===== config.mk =====
export PLATFORM = sky130hd
export DESIGN_NAME = layer_alpha_composite_convert_unit
export DESIGN_NICKNAME = d
export VERILOG_FILES = /design/src/design/lacc_pkg.sv /design/src/design/layer_alpha_composite_convert_unit.sv /design/src/design/lacc_front.sv /design/src/design/lacc_queue.sv /design/src/design/lacc_blend.sv /design/src/design/lacc_luma.sv
export VERILOG_INCLUDE_DIRS = /design/src /design/src/design
export SDC_FILE = /design/constraint.sdc
export NUM_CORES = 2
export LEC_CHECK = 0
export ABC_AREA = 1
export BUFFER_PORTS_ARGS = -buffer_cell sky130_fd_sc_hd__buf_2
export CAP_MARGIN = 20
export CORE_ASPECT_RATIO = 1.5
export CORE_MARGIN = 3
export CORE_UTILIZATION = 40
export CTS_CLUSTER_DIAMETER = 80
export CTS_CLUSTER_SIZE = 28
export DETAILED_ROUTE_END_ITERATION = 16
export PLACE_DENSITY = 0.57
export SYNTH_ARGS = -nofsm -noshare
export SYNTH_HDL_FRONTEND = slang
export SYNTH_SLANG_ARGS = --single-unit

===== constraint.sdc =====
create_clock -name clk -period 8.7 [get_ports clk]
set_input_delay 0.87 -clock clk [delete_from_list [all_inputs] [get_ports clk]]
set_output_delay 0.87 -clock clk [all_outputs]
set_load 0.01 [all_outputs]

===== src/design/layer_alpha_composite_convert_unit_assert.svh =====
// assertion helpers shared by lacc_queue and lacc_luma
// both expect clk and rst (synchronous, active high) in scope
`ifndef LAYER_ALPHA_COMPOSITE_CONVERT_UNIT_ASSERT_SVH
`define LAYER_ALPHA_COMPOSITE_CONVERT_UNIT_ASSERT_SVH

// condition holds in the same cycle as the trigger
`define LACC_ASSERT_SAME(name, trig, cond) \
  name: assert property (@(posedge clk) disable iff (rst) (trig) |-> (cond)) \
    else $error("lacc check failed");

// condition holds in the cycle after the trigger
`define LACC_ASSERT_NEXT(name, trig, cond) \
  name: assert property (@(posedge clk) disable iff (rst) (trig) |=> (cond)) \
    else $error("lacc check failed");

`endif


===== src/design/lacc_pkg.sv =====
package lacc_pkg;

  // request queue between the front and the back
  localparam int QUEUE_DEPTH = 4;
  localparam int QUEUE_AW    = $clog2(QUEUE_DEPTH);

  // config register indexes
  localparam int CFG_INDEX_W = 2;
  localparam logic [CFG_INDEX_W-1:0] REG_BACKGROUND = 2'd0;
  localparam logic [CFG_INDEX_W-1:0] REG_THRESHOLD  = 2'd1;
  localparam logic [CFG_INDEX_W-1:0] REG_PACK_ROW   = 2'd2;

  localparam logic [31:0] BG_RESET     = 32'hFF00_0000;
  localparam logic [7:0]  THRESH_RESET = 8'd128;
  localparam logic [7:0]  ALPHA_OPAQUE = 8'hFF;

  // luma weights, sum fits 18 bits (max 255000)
  localparam int          SUM_W  = 18;
  localparam logic [SUM_W-1:0] LUMA_R = 18'd299;
  localparam logic [SUM_W-1:0] LUMA_G = 18'd587;
  localparam logic [SUM_W-1:0] LUMA_B = 18'd114;

  // divide by 1000: ceil(2^28 / 1000), exact for sums up to 255000
  localparam int          RECIP_W    = 19;
  localparam logic [RECIP_W-1:0] GRAY_RECIP = 19'd268436;
  localparam int          GRAY_SHIFT = 28;
  localparam int          PROD_W     = SUM_W + RECIP_W;

  localparam int IN_DATA_W  = 32;
  localparam int IN_USER_W  = 2;
  localparam int OUT_DATA_W = 56;

  typedef enum logic [1:0] {
    KIND_KEEP,
    KIND_TAKE,
    KIND_MIX
  } blend_kind_t;

  // one classified layer request
  typedef struct packed {
    logic [31:0] pixel;
    blend_kind_t kind;
    logic        last;
    logic        row_flush;
    logic        image_end;
  } item_t;

  // one finished pixel heading for the luma stages
  typedef struct packed {
    logic [7:0] alpha;
    logic [7:0] red;
    logic [7:0] green;
    logic [7:0] blue;
    logic       row_flush;
    logic       image_end;
  } pixel_t;

  // (fg*a + bg*(255-a)) / 255, the divide done as (x + (x>>8) + 1) >> 8
  function automatic logic [7:0] blend_chan(input logic [7:0] fg,
                                            input logic [7:0] bg,
                                            input logic [7:0] a);
    logic [15:0] x;
    logic [16:0] t;
    x = ({8'd0, fg} * {8'd0, a}) + ({8'd0, bg} * {8'd0, ~a});
    t = {1'b0, x} + {9'd0, x[15:8]} + 17'd1;
    return t[15:8];
  endfunction

endpackage


===== src/design/layer_alpha_composite_convert_unit.sv =====
// channel   | dir | handshake          | contents
// s_*       | in  | s_tvalid/s_tready  | tdata src_argb, tlast last_layer,
//           |     |                    | tuser end_of_row, end_of_image
// m_*       | out | m_tvalid/m_tready  | tdata red..packed_byte, tuser byte_ready
// cfg_*     | in  | cfg_we             | cfg_index, cfg_data
//
// one layer request per cycle while the queue has room; running_color closes the blend recurrence
// a top-layer request's result passes the queue, the blend output register, s3, s4 and the
// output register; back pressure holds the back stages; the 4-deep queue keeps s_tready up
// until it fills, so input never waits on m_tready combinationally
// rst is synchronous, active high; config is back at its reset values
module layer_alpha_composite_convert_unit (
  input  logic                              clk,
  input  logic                              rst,
  input  logic                              s_tvalid,
  output logic                              s_tready,
  // [31:0] src_argb
  input  logic [lacc_pkg::IN_DATA_W-1:0]    s_tdata,
  input  logic                              s_tlast,
  // [0] end_of_row, [1] end_of_image
  input  logic [lacc_pkg::IN_USER_W-1:0]    s_tuser,
  output logic                              m_tvalid,
  input  logic                              m_tready,
  // [7:0] red, [15:8] green, [23:16] blue, [31:24] alpha_out, [39:32] gray,
  // [40] mono_bit, [48:41] packed_byte, [55:49] zero
  output logic [lacc_pkg::OUT_DATA_W-1:0]   m_tdata,
  // [0] byte_ready
  output logic                              m_tuser,
  input  logic                              cfg_we,
  input  logic [lacc_pkg::CFG_INDEX_W-1:0]  cfg_index,
  input  logic [31:0]                       cfg_data
);
  import lacc_pkg::*;

  // config registers
  logic [31:0] background;
  logic [7:0]  threshold;
  logic        pack_per_row;

  // front to queue
  logic        q_ready;
  logic        push;
  item_t       push_item;

  // queue to blend
  logic        q_valid;
  item_t       q_item;
  logic        pop;

  // blend to luma
  logic        px_valid;
  pixel_t      px;
  logic        adv;

  // unknown indexes are dropped
  always_ff @(posedge clk) begin
    if (rst) begin
      background   <= BG_RESET;
      threshold    <= THRESH_RESET;
      pack_per_row <= 1'b0;
    end else if (cfg_we) begin
      case (cfg_index)
        REG_BACKGROUND: background   <= cfg_data;
        REG_THRESHOLD:  threshold    <= cfg_data[7:0];
        REG_PACK_ROW:   pack_per_row <= cfg_data[0];
        default: ;
      endcase
    end
  end

  // classify layer alpha, mask row/image marks on inner layers
  lacc_front u_front (
    .s_tvalid     (s_tvalid),
    .s_tready     (s_tready),
    .s_tdata      (s_tdata),
    .s_tlast      (s_tlast),
    .s_tuser      (s_tuser),
    .pack_per_row (pack_per_row),
    .q_ready      (q_ready),
    .push         (push),
    .push_item    (push_item)
  );

  // decouples the input side from output back pressure
  lacc_queue u_queue (
    .clk       (clk),
    .rst       (rst),
    .push      (push),
    .push_item (push_item),
    .in_ready  (q_ready),
    .pop       (pop),
    .out_valid (q_valid),
    .out_item  (q_item)
  );

  // running colour over the layers of one pixel
  lacc_blend u_blend (
    .clk        (clk),
    .rst        (rst),
    .background (background),
    .q_valid    (q_valid),
    .q_item     (q_item),
    .adv        (adv),
    .pop        (pop),
    .px_valid   (px_valid),
    .px         (px)
  );

  // gray, mono bit, byte packing and the output register
  lacc_luma u_luma (
    .clk       (clk),
    .rst       (rst),
    .px_valid  (px_valid),
    .px        (px),
    .threshold (threshold),
    .adv       (adv),
    .m_tvalid  (m_tvalid),
    .m_tready  (m_tready),
    .m_tdata   (m_tdata),
    .m_tuser   (m_tuser)
  );

endmodule


===== src/design/lacc_front.sv =====
module lacc_front (
  input  logic                            s_tvalid,
  output logic                            s_tready,
  input  logic [lacc_pkg::IN_DATA_W-1:0]  s_tdata,
  input  logic                            s_tlast,
  input  logic [lacc_pkg::IN_USER_W-1:0]  s_tuser,
  input  logic                            pack_per_row,
  input  logic                            q_ready,
  output logic                            push,
  output lacc_pkg::item_t                 push_item
);
  import lacc_pkg::*;

  logic [7:0] alpha;

  assign alpha    = s_tdata[31:24];
  assign s_tready = q_ready;
  assign push     = s_tvalid & q_ready;

  always_comb begin
    push_item.pixel = s_tdata;
    if (alpha == 8'd0) begin
      push_item.kind = KIND_KEEP;
    end else if (alpha == ALPHA_OPAQUE) begin
      push_item.kind = KIND_TAKE;
    end else begin
      push_item.kind = KIND_MIX;
    end
    push_item.last      = s_tlast;
    // row and image marks only count on the top layer
    push_item.row_flush = s_tlast & s_tuser[0] & pack_per_row;
    push_item.image_end = s_tlast & s_tuser[1];
  end

endmodule


===== src/design/lacc_queue.sv =====
module lacc_queue (
  input  logic             clk,
  input  logic             rst,
  input  logic             push,
  input  lacc_pkg::item_t  push_item,
  output logic             in_ready,
  input  logic             pop,
  output logic             out_valid,
  output lacc_pkg::item_t  out_item
);
  import lacc_pkg::*;

  item_t               mem [QUEUE_DEPTH];
  logic [QUEUE_AW-1:0] wr_ptr;
  logic [QUEUE_AW-1:0] rd_ptr;
  logic [QUEUE_AW:0]   count;

  assign in_ready  = (count != (QUEUE_AW+1)'(QUEUE_DEPTH));
  assign out_valid = (count != '0);
  assign out_item  = mem[rd_ptr];

  always_ff @(posedge clk) begin
    if (rst) begin
      wr_ptr <= '0;
      rd_ptr <= '0;
      count  <= '0;
    end else begin
      if (push) begin
        wr_ptr <= wr_ptr + 1'b1;
      end
      if (pop) begin
        rd_ptr <= rd_ptr + 1'b1;
      end
      if (push && !pop) begin
        count <= count + 1'b1;
      end else if (pop && !push) begin
        count <= count - 1'b1;
      end
    end
  end

  always_ff @(posedge clk) begin
    if (push) begin
      mem[wr_ptr] <= push_item;
    end
  end

`include "layer_alpha_composite_convert_unit_assert.svh"

  `LACC_ASSERT_SAME(a_count_bound, 1'b1, count <= (QUEUE_AW+1)'(QUEUE_DEPTH))
  `LACC_ASSERT_SAME(a_no_push_full, !in_ready, !push)
  `LACC_ASSERT_NEXT(a_fill_step, push && !pop, count == $past(count) + 1'b1)
  `LACC_ASSERT_NEXT(a_drain_step, pop && !push, count == $past(count) - 1'b1)

endmodule


===== src/design/lacc_blend.sv =====
module lacc_blend (
  input  logic             clk,
  input  logic             rst,
  input  logic [31:0]      background,
  input  logic             q_valid,
  input  lacc_pkg::item_t  q_item,
  input  logic             adv,
  output logic             pop,
  output logic             px_valid,
  output lacc_pkg::pixel_t px
);
  import lacc_pkg::*;

  logic [31:0] running_color;
  logic        pixel_start;
  logic [31:0] base;
  logic [31:0] mixed;
  logic [7:0]  a;

  assign pop  = q_valid & adv;
  assign base = pixel_start ? background : running_color;
  assign a    = q_item.pixel[31:24];

  always_comb begin
    case (q_item.kind)
      KIND_KEEP: mixed = base;
      KIND_TAKE: mixed = q_item.pixel;
      KIND_MIX: begin
        mixed = {ALPHA_OPAQUE,
                 blend_chan(q_item.pixel[23:16], base[23:16], a),
                 blend_chan(q_item.pixel[15:8], base[15:8], a),
                 blend_chan(q_item.pixel[7:0], base[7:0], a)};
      end
      default: mixed = base;
    endcase
  end

  always_ff @(posedge clk) begin
    if (rst) begin
      running_color <= '0;
      pixel_start   <= 1'b1;
      px_valid      <= 1'b0;
    end else begin
      if (pop) begin
        running_color <= mixed;
        pixel_start   <= q_item.last;
      end
      if (adv) begin
        px_valid <= pop & q_item.last;
      end
    end
  end

  always_ff @(posedge clk) begin
    if (adv) begin
      px.alpha     <= mixed[31:24];
      px.red       <= mixed[23:16];
      px.green     <= mixed[15:8];
      px.blue      <= mixed[7:0];
      px.row_flush <= q_item.row_flush;
      px.image_end <= q_item.image_end;
    end
  end

endmodule


===== src/design/lacc_luma.sv =====
module lacc_luma (
  input  logic                            clk,
  input  logic                            rst,
  input  logic                            px_valid,
  input  lacc_pkg::pixel_t                px,
  input  logic [7:0]                      threshold,
  output logic                            adv,
  output logic                            m_tvalid,
  input  logic                            m_tready,
  output logic [lacc_pkg::OUT_DATA_W-1:0] m_tdata,
  output logic                            m_tuser
);
  import lacc_pkg::*;

  logic              s3_valid;
  pixel_t            s3_px;
  logic [SUM_W-1:0]  s3_sum;
  logic              s4_valid;
  pixel_t            s4_px;
  logic [7:0]        s4_gray;

  logic [SUM_W-1:0]  sum;
  logic [PROD_W-1:0] prod;
  logic              mono_now;
  logic [7:0]        buf_new;
  logic              flush_now;
  logic              load;

  logic [2:0]        bit_position;
  logic [7:0]        pack_buffer;

  logic [7:0]        out_red;
  logic [7:0]        out_green;
  logic [7:0]        out_blue;
  logic [7:0]        out_alpha;
  logic [7:0]        out_gray;
  logic              out_mono;
  logic [7:0]        out_packed;

  assign adv  = !m_tvalid || m_tready;
  assign load = adv && s4_valid;

  assign sum = ({10'd0, px.red} * LUMA_R) + ({10'd0, px.green} * LUMA_G)
             + ({10'd0, px.blue} * LUMA_B);
  assign prod = {{RECIP_W{1'b0}}, s3_sum} * {{SUM_W{1'b0}}, GRAY_RECIP};

  assign mono_now  = (s4_gray < threshold);
  assign buf_new   = pack_buffer | ({7'd0, mono_now} << (~bit_position));
  assign flush_now = (bit_position == 3'd7) || s4_px.image_end || s4_px.row_flush;

  always_ff @(posedge clk) begin
    if (rst) begin
      s3_valid     <= 1'b0;
      s4_valid     <= 1'b0;
      m_tvalid     <= 1'b0;
      bit_position <= '0;
      pack_buffer  <= '0;
      m_tuser      <= 1'b0;
    end else begin
      if (adv) begin
        s3_valid <= px_valid;
        s4_valid <= s3_valid;
        m_tvalid <= s4_valid;
      end
      if (load) begin
        m_tuser <= flush_now;
        if (flush_now) begin
          bit_position <= '0;
          pack_buffer  <= '0;
        end else begin
          bit_position <= bit_position + 1'b1;
          pack_buffer  <= buf_new;
        end
      end
    end
  end

  always_ff @(posedge clk) begin
    if (adv) begin
      s3_px   <= px;
      s3_sum  <= sum;
      s4_px   <= s3_px;
      s4_gray <= prod[GRAY_SHIFT +: 8];
    end
    if (load) begin
      out_red    <= s4_px.red;
      out_green  <= s4_px.green;
      out_blue   <= s4_px.blue;
      out_alpha  <= s4_px.alpha;
      out_gray   <= s4_gray;
      out_mono   <= mono_now;
      out_packed <= flush_now ? buf_new : 8'd0;
    end
  end

  assign m_tdata = {7'd0, out_packed, out_mono, out_gray,
                    out_alpha, out_blue, out_green, out_red};

`include "layer_alpha_composite_convert_unit_assert.svh"

  `LACC_ASSERT_SAME(a_pad_zero, m_tvalid && !m_tuser, out_packed == 8'd0)
  `LACC_ASSERT_NEXT(a_flush_clears, load && flush_now, bit_position == 3'd0 && pack_buffer == 8'd0)
  `LACC_ASSERT_NEXT(a_bit_step, load && !flush_now, bit_position == $past(bit_position) + 1'b1)

endmodule


## After elaboration in Yosys (flattened, before gate mapping)

Memories as Yosys holds them, arrays and structs flattened. A register that Yosys moved wholly into a read port is not among the register bits.
Index checks and enable logic that the tools add are counted.

| operators by class | value |
|---|---|
| add/subtract/negate cells | 16 |
| $mul | 10 |
| order comparisons | 1 |
| eq/ne operators | 7 |
| shift operators | 1 |
| multiplexer cells | 12 |
| bitwise gates (word level) | 9 |
| reduce and logical (&&, ||, !) cells | 16 |

Operator list:

| kind | count |
|---|---|
| $mul A8 B8 Y16 | 6 |
| $pmux W32 S2 | 1 |
| $add A16 B1 Y16 const B | 3 |
| $add A16 B16 Y16 | 3 |
| $add A16 B8 Y16 | 3 |
| $mul A18 B17 Y34 const B | 1 |
| $mux W32 | 1 |
| $add A17 B18 Y18 | 1 |
| $add A18 B15 Y18 | 1 |
| $mul A8 B10 Y18 const B | 1 |
| $mul A8 B9 Y17 const B | 1 |
| $mul A8 B6 Y14 const B | 1 |
| $mux W3 | 3 |
| $eq A8 B8 Y1 const B | 1 |
| $logic_not A8 Y1 | 1 |
| $lt A8 B8 Y1 | 1 |
| $mux W2 | 4 |
| $mux W8 | 1 |
| $not A8 Y8 | 1 |
| $or A8 B8 Y8 | 1 |
| $shl A1 B3 Y8 | 1 |
| $add A3 B1 Y3 const B | 2 |
| $and A1 B1 Y1 | 6 |
| $reduce_and A2 Y1 | 3 |
| 14 further kinds | 24 |

| storage, ports and cells | value |
|---|---|
| bits in registers | 274 |
| memory bits (writable) | 148 |
| input port bits | 74 |
| word-level logic and storage cells | 115 |
| memories | 1 |

Memory list:

| name | depth | width | read ports | clocked after Yosys merged registers in | wr ports | line | text |
|---|---|---|---|---|---|---|---|
| u_queue.mem | 4 | 37 | 1 | 1 | 1 | lacc_queue.sv:13 | `item_t mem [QUEUE_DEPTH];` |

## Longest topological paths before layout

| logic depth | value |
|---|---|
| depth after elaboration | 6 |
| depth in mapped cells | 43 |
| gate-level depth less buffers | 40 |

## Cells and area by module

A second synthesis with hierarchy kept.

| unflattened totals | value |
|---|---|
| cells, all modules | 4,636 |
| area, all modules | 40,131.0 µm² |

Modules (own cells, without submodules):

| module | times used | cells each | area each (µm²) |
|---|---|---|---|
| lacc_blend | 1 | 2,638 | 18,691.7 |
| lacc_luma | 1 | 1,270 | 13,401.6 |
| lacc_queue | 1 | 417 | 5,935.7 |
| layer_alpha_composite_convert_unit | 1 | 253 | 1,751.7 |
| lacc_front | 1 | 58 | 350.3 |

## Worst setup path after synthesis

No wires, ideal clock.

| path | value |
|---|---|
| kind | reg2reg |
| from | register with a tool-made name |
| to | register u_blend.px[3] (netlist name) |
| arrival | 6.913 ns |
| path slack | 1.531 ns |
| cell stages (with the launch flop) | 36 |
| clock period less this slack | 7.169 ns |
| path through | dfxtp_1 -> buf_2 -> buf_1 -> nand2_1 -> nand3_1 -> nand2_1 -> inv_1 -> clkbuf_1 -> nand2_1 -> fa_1 -> fa_1 -> inv_1 -> fa_1 -> fa_1 -> fa_1 -> inv_1 -> fa_1 -> inv_1 -> ha_1 -> nand2_1 -> nor2_1 -> nand2_1 -> nand3_1 -> xnor2_1 -> inv_1 -> ha_1 -> a21oi_1 -> nand2_1 -> nand2_1 -> nand2_1 -> nand3_1 -> nand3_1 -> nand3_1 -> nand2_1 -> o21ai_1 -> inv_1 |

==> reports/metrics.csv <==
stage,metric,value,unit
setup_path,Setup crit end,u_blend.px[24],
global_route,vias in the first global route,30800,
clock_tree,clk sink count,424,
layout,nets,5474,
placement,hpwl dp,88500,um
routing,DRC viols,0,
synth,"EDFF count, synth",325,
synth,Synth Flop Type,edfxtp_1,
clock_tree,CTS H-tree depth,1,
timing,Final setup viols,0,
global_route,initial antenna violation count,6,
setup_path,critical path type,reg2reg,
routing,post-DR vias/cell,5.05,
timing,"Hold Vio Cnt, Final",0,
setup_path,FF-to-FF setup slack,0.66,ns
timing,total negative slack,0,ns
synth,Synth Instances,4421,
synth,sequential area share after synthesis,30.1,%
routing,DRT Wirelength,110000,um
setup_path,slowest cell delay on critical path,0.55,ns
setup_path,crit start category,register,
layout,Layout fillers,9608,
die,core area,96200,um^2
die,IO Pins,133,
clock_tree,clock buffer depth,3,
global_route,GR Util All Layers,22.0,%
run_status,outcome,completed,
setup_path,Crit path max-delay family,adder cells,
timing,fin. max-slew vios,0,
setup_path,CP endpoint kind,register,
synth,Synth Area per Inst,8.82,um^2
setup_path,Levels on crit path,34,
global_route,pin count of the biggest net entering global routing,88,
setup_path,CP most frequent cell,nand2_1,
timing,Tcrit/Tclk final,92.4,%
clock_tree,Clock Latency Late Sink,0.64,ns
setup_path,"Slowest-stage cell, CP",fa_1,
timing,Worst Max-Slew Pin Slew,1.16,ns
global_route,total gr overflow,0,
routing,vias,29400,
placement,port bufs,125,
timing,crit path time final,8.04,ns
synth,Yosys warning count,0,
setup_path,worst path arrival time,8.44,ns
min_path,Hold WC Path Type,reg2reg,
routing,Wirelength per Cell,18.9,um
clock_tree,hold buffers post-CTS,0,
placement,gpl congestion,0.932,
setup_path,CP max FO,44,
clock_tree,root buf cell,clkbuf_16,
die,die width,261,um
timing,RSZ-0062 raised after global routing,no,
clock_tree,clock-pin slew on the worst setup and hold paths,0.11,ns
setup_path,CP Buf/Inv Count,8,
setup_path,RR Endpoint,u_blend.px[24],
timing,Slew HR,22.3,%
layout,share of layout cells above drive strength 1,5.72,%
synth,Synth area leaders,"edfxtp_1, fa_1, ha_1, inv_1, nand2_1",
timing,Clock Skew,0.0464,ns
layout,area delta synth->final,8.05,%
synth,synthesized area,39000,um^2
setup_path,reg2reg path depth,34,
job,Max Cap Viol,0,
synth,ys async rst share,0,%
die,Cell Rows,139,
global_route,first-pass GRT wire length,171000,um
routing,Final ANT Viol Nets,0,
die,initial core utilization,40.5,%
clock_tree,Post-CTS Setup Inserts,0,
routing,Iteration-0 DRC Markers,1568,
timing,f_max,0.124,GHz
die,Die Area,101000,um^2
synth,share of the synthesized area in the top cell type,25.0,%
clock_tree,CTS Buf Count,25,
clock_tree,CTS tree,done,
synth,"area leader, netlist",edfxtp_1,
die,Vert. Die Dim,388,um
setup_path,Worst EP required,9.10,ns
synth,Yosys reg bits,424,
synth,Cell variety after synth,59,
routing,drt pass-1 iters,5,
per-stage QoR:
| stage | hold WS (ns) | cell area, um^2 | util, % | worst slack, ns | std cells |
|---|---|---|---|---|---|
| after floorplan | 0.400 | 39000 | - | 1.53 | 4430 |
| after global placement | 0.401 | 41200 | 42.8 | 0.507 | 5771 |
| after detailed placement | 0.405 | 41200 | 42.8 | 0.514 | 5771 |
| after CTS | 0.402 | 42100 | 43.8 | 0.446 | 5817 |
| after global routing | 0.411 | 42100 | 43.8 | 0.0957 | 5817 |
| final | 0.417 | 42100 | 43.8 | 0.658 | 5818 |
worst min-delay path by stage:
stage | start | to | depth (start not counted)
3_5_place_dp | u_luma.s4_px[14] | u_luma.out_green[4] | 0
2_1_floorplan | u_luma.s4_px[26] | u_luma.out_alpha[0] | 0
3_3_place_gp | u_luma.s3_px[4] | u_luma.s4_px[4] | 0
5_1_grt | s_tdata[23] | u_queue.mem[1][28] | 1
4_1_cts | s_tdata[20] | u_queue.mem[2][25] | 1
6_report | u_luma.s4_px[19] | u_luma.out_red[1] | 0
repair_timing:
| action | in CTS | in global routing |
|---|---|---|
| gates resized for setup | 0 | 2 |
| hold endpoints to repair | 0 | 0 |
| endpoints found under the setup margin | 0 | 7 |
registers in the layout, summed over array words and instances, names as in the netlist, 2 cells and up, named ones only:
| signal | count |
|---|---|
| threshold | 8 |
| u_luma.out_blue | 8 |
| u_blend.running_color | 32 |
| u_luma.s3_px | 34 |
| u_luma.pack_buffer | 8 |
| u_queue.count | 3 |
| u_luma.s3_sum | 18 |
| u_luma.bit_position | 3 |
| u_luma.out_red | 8 |
| u_luma.out_gray | 8 |
| u_queue.rd_ptr | 2 |
| u_luma.out_packed | 8 |
| u_luma.out_green | 8 |
| u_queue.mem | 148 |
| u_luma.s4_px | 34 |
| u_blend.px | 34 |
| u_luma.s4_gray | 8 |
| background | 32 |
| u_luma.out_alpha | 8 |
| u_queue.wr_ptr | 2 |
placed cells by master (no fill, tap or decap), types with 7 or more instances in the layout:
master	netlist	final
a21oi_1	140	140
nand2_1	903	903
o21bai_1	10	10
fa_1	407	407
buf_4	13	56
dfxtp_1	99	98
nand4_1	39	39
nor3_1	25	24
edfxtp_1	325	325
a31oi_1	16	15
clkbuf_16	0	25
o21ai_0	133	133
nor2_1	411	406
inv_1	960	956
xor2_1	33	33
a22oi_1	8	8
buf_2	3	125
ha_1	464	464
xnor2_1	21	21
conb_1	1	10
nand3_1	230	230
o21ai_1	7	7
nand3b_1	12	12
cell usage after synthesis, types with 3 or more instances:
| library cell | number |
|---|---|
| nor4_1 | 3 |
| a22oi_1 | 8 |
| clkbuf_1 | 76 |
| nand3b_1 | 12 |
| o21ai_0 | 133 |
| nor2_1 | 411 |
| nor2_2 | 4 |
| edfxtp_1 | 325 |
| o211ai_1 | 3 |
| o22ai_1 | 3 |
| o21bai_1 | 10 |
| nand3_2 | 5 |
| a31oi_1 | 16 |
| buf_4 | 13 |
| buf_1 | 12 |
| or2_1 | 3 |
| o21ai_1 | 7 |
| inv_2 | 3 |
| xnor2_1 | 21 |
| o21a_1 | 5 |
| a211oi_1 | 5 |
| buf_2 | 3 |
| or2_2 | 3 |
| a21oi_1 | 140 |
| nand4_1 | 39 |
| fa_1 | 407 |
| a21o_1 | 3 |
| nand2_1 | 903 |
| dfxtp_1 | 99 |
| nand3_1 | 230 |
| nand2_2 | 6 |
| nor3_1 | 25 |
| inv_1 | 960 |
| ha_1 | 464 |
| xor2_1 | 33 |
layout make-up:
class                      instances  area (um^2)  share of cell area (%)
inverter                         964         3630                    8.61
timing repair buffer             181         1050                    2.48
antenna                            1         2.50                 0.00594
multi-input combinational       2933        23200                    55.1
clock buffer                      31          648                    1.54
sequential                       424        11700                    27.9
clock inverter                    15          250                   0.594
tap                             1269         1590                    3.77
layer usage:
layer	vias up	part of all wire [%]	track usage (%)	wire, um
met5	-	0.027	0	30
met4	6	5.3	9.87	5780
met3	269	4.2	2.18	4650
met2	773	53	41.5	58400
met1	14300	37	24.8	41100
li1	14000	-	-	-
cell families after synthesis:
| kind of cell | Yosys count | share of synthesized area [%] |
|---|---|---|
| adders and majority gates | 871 | 35.8 |
| and+or+nand+nor | 1651 | 17.4 |
| DFF | 424 | 30.1 |
| buffers and inverters | 1073 | 10.6 |
| AOI/OAI and AO/OA | 345 | 4.83 |
| other | 1 | 0.00962 |
| xor gates and xnor gates | 56 | 1.30 |
Power is not shown: default switching activity piles up to over one toggle a cycle in this logic, so the estimate is an artifact.
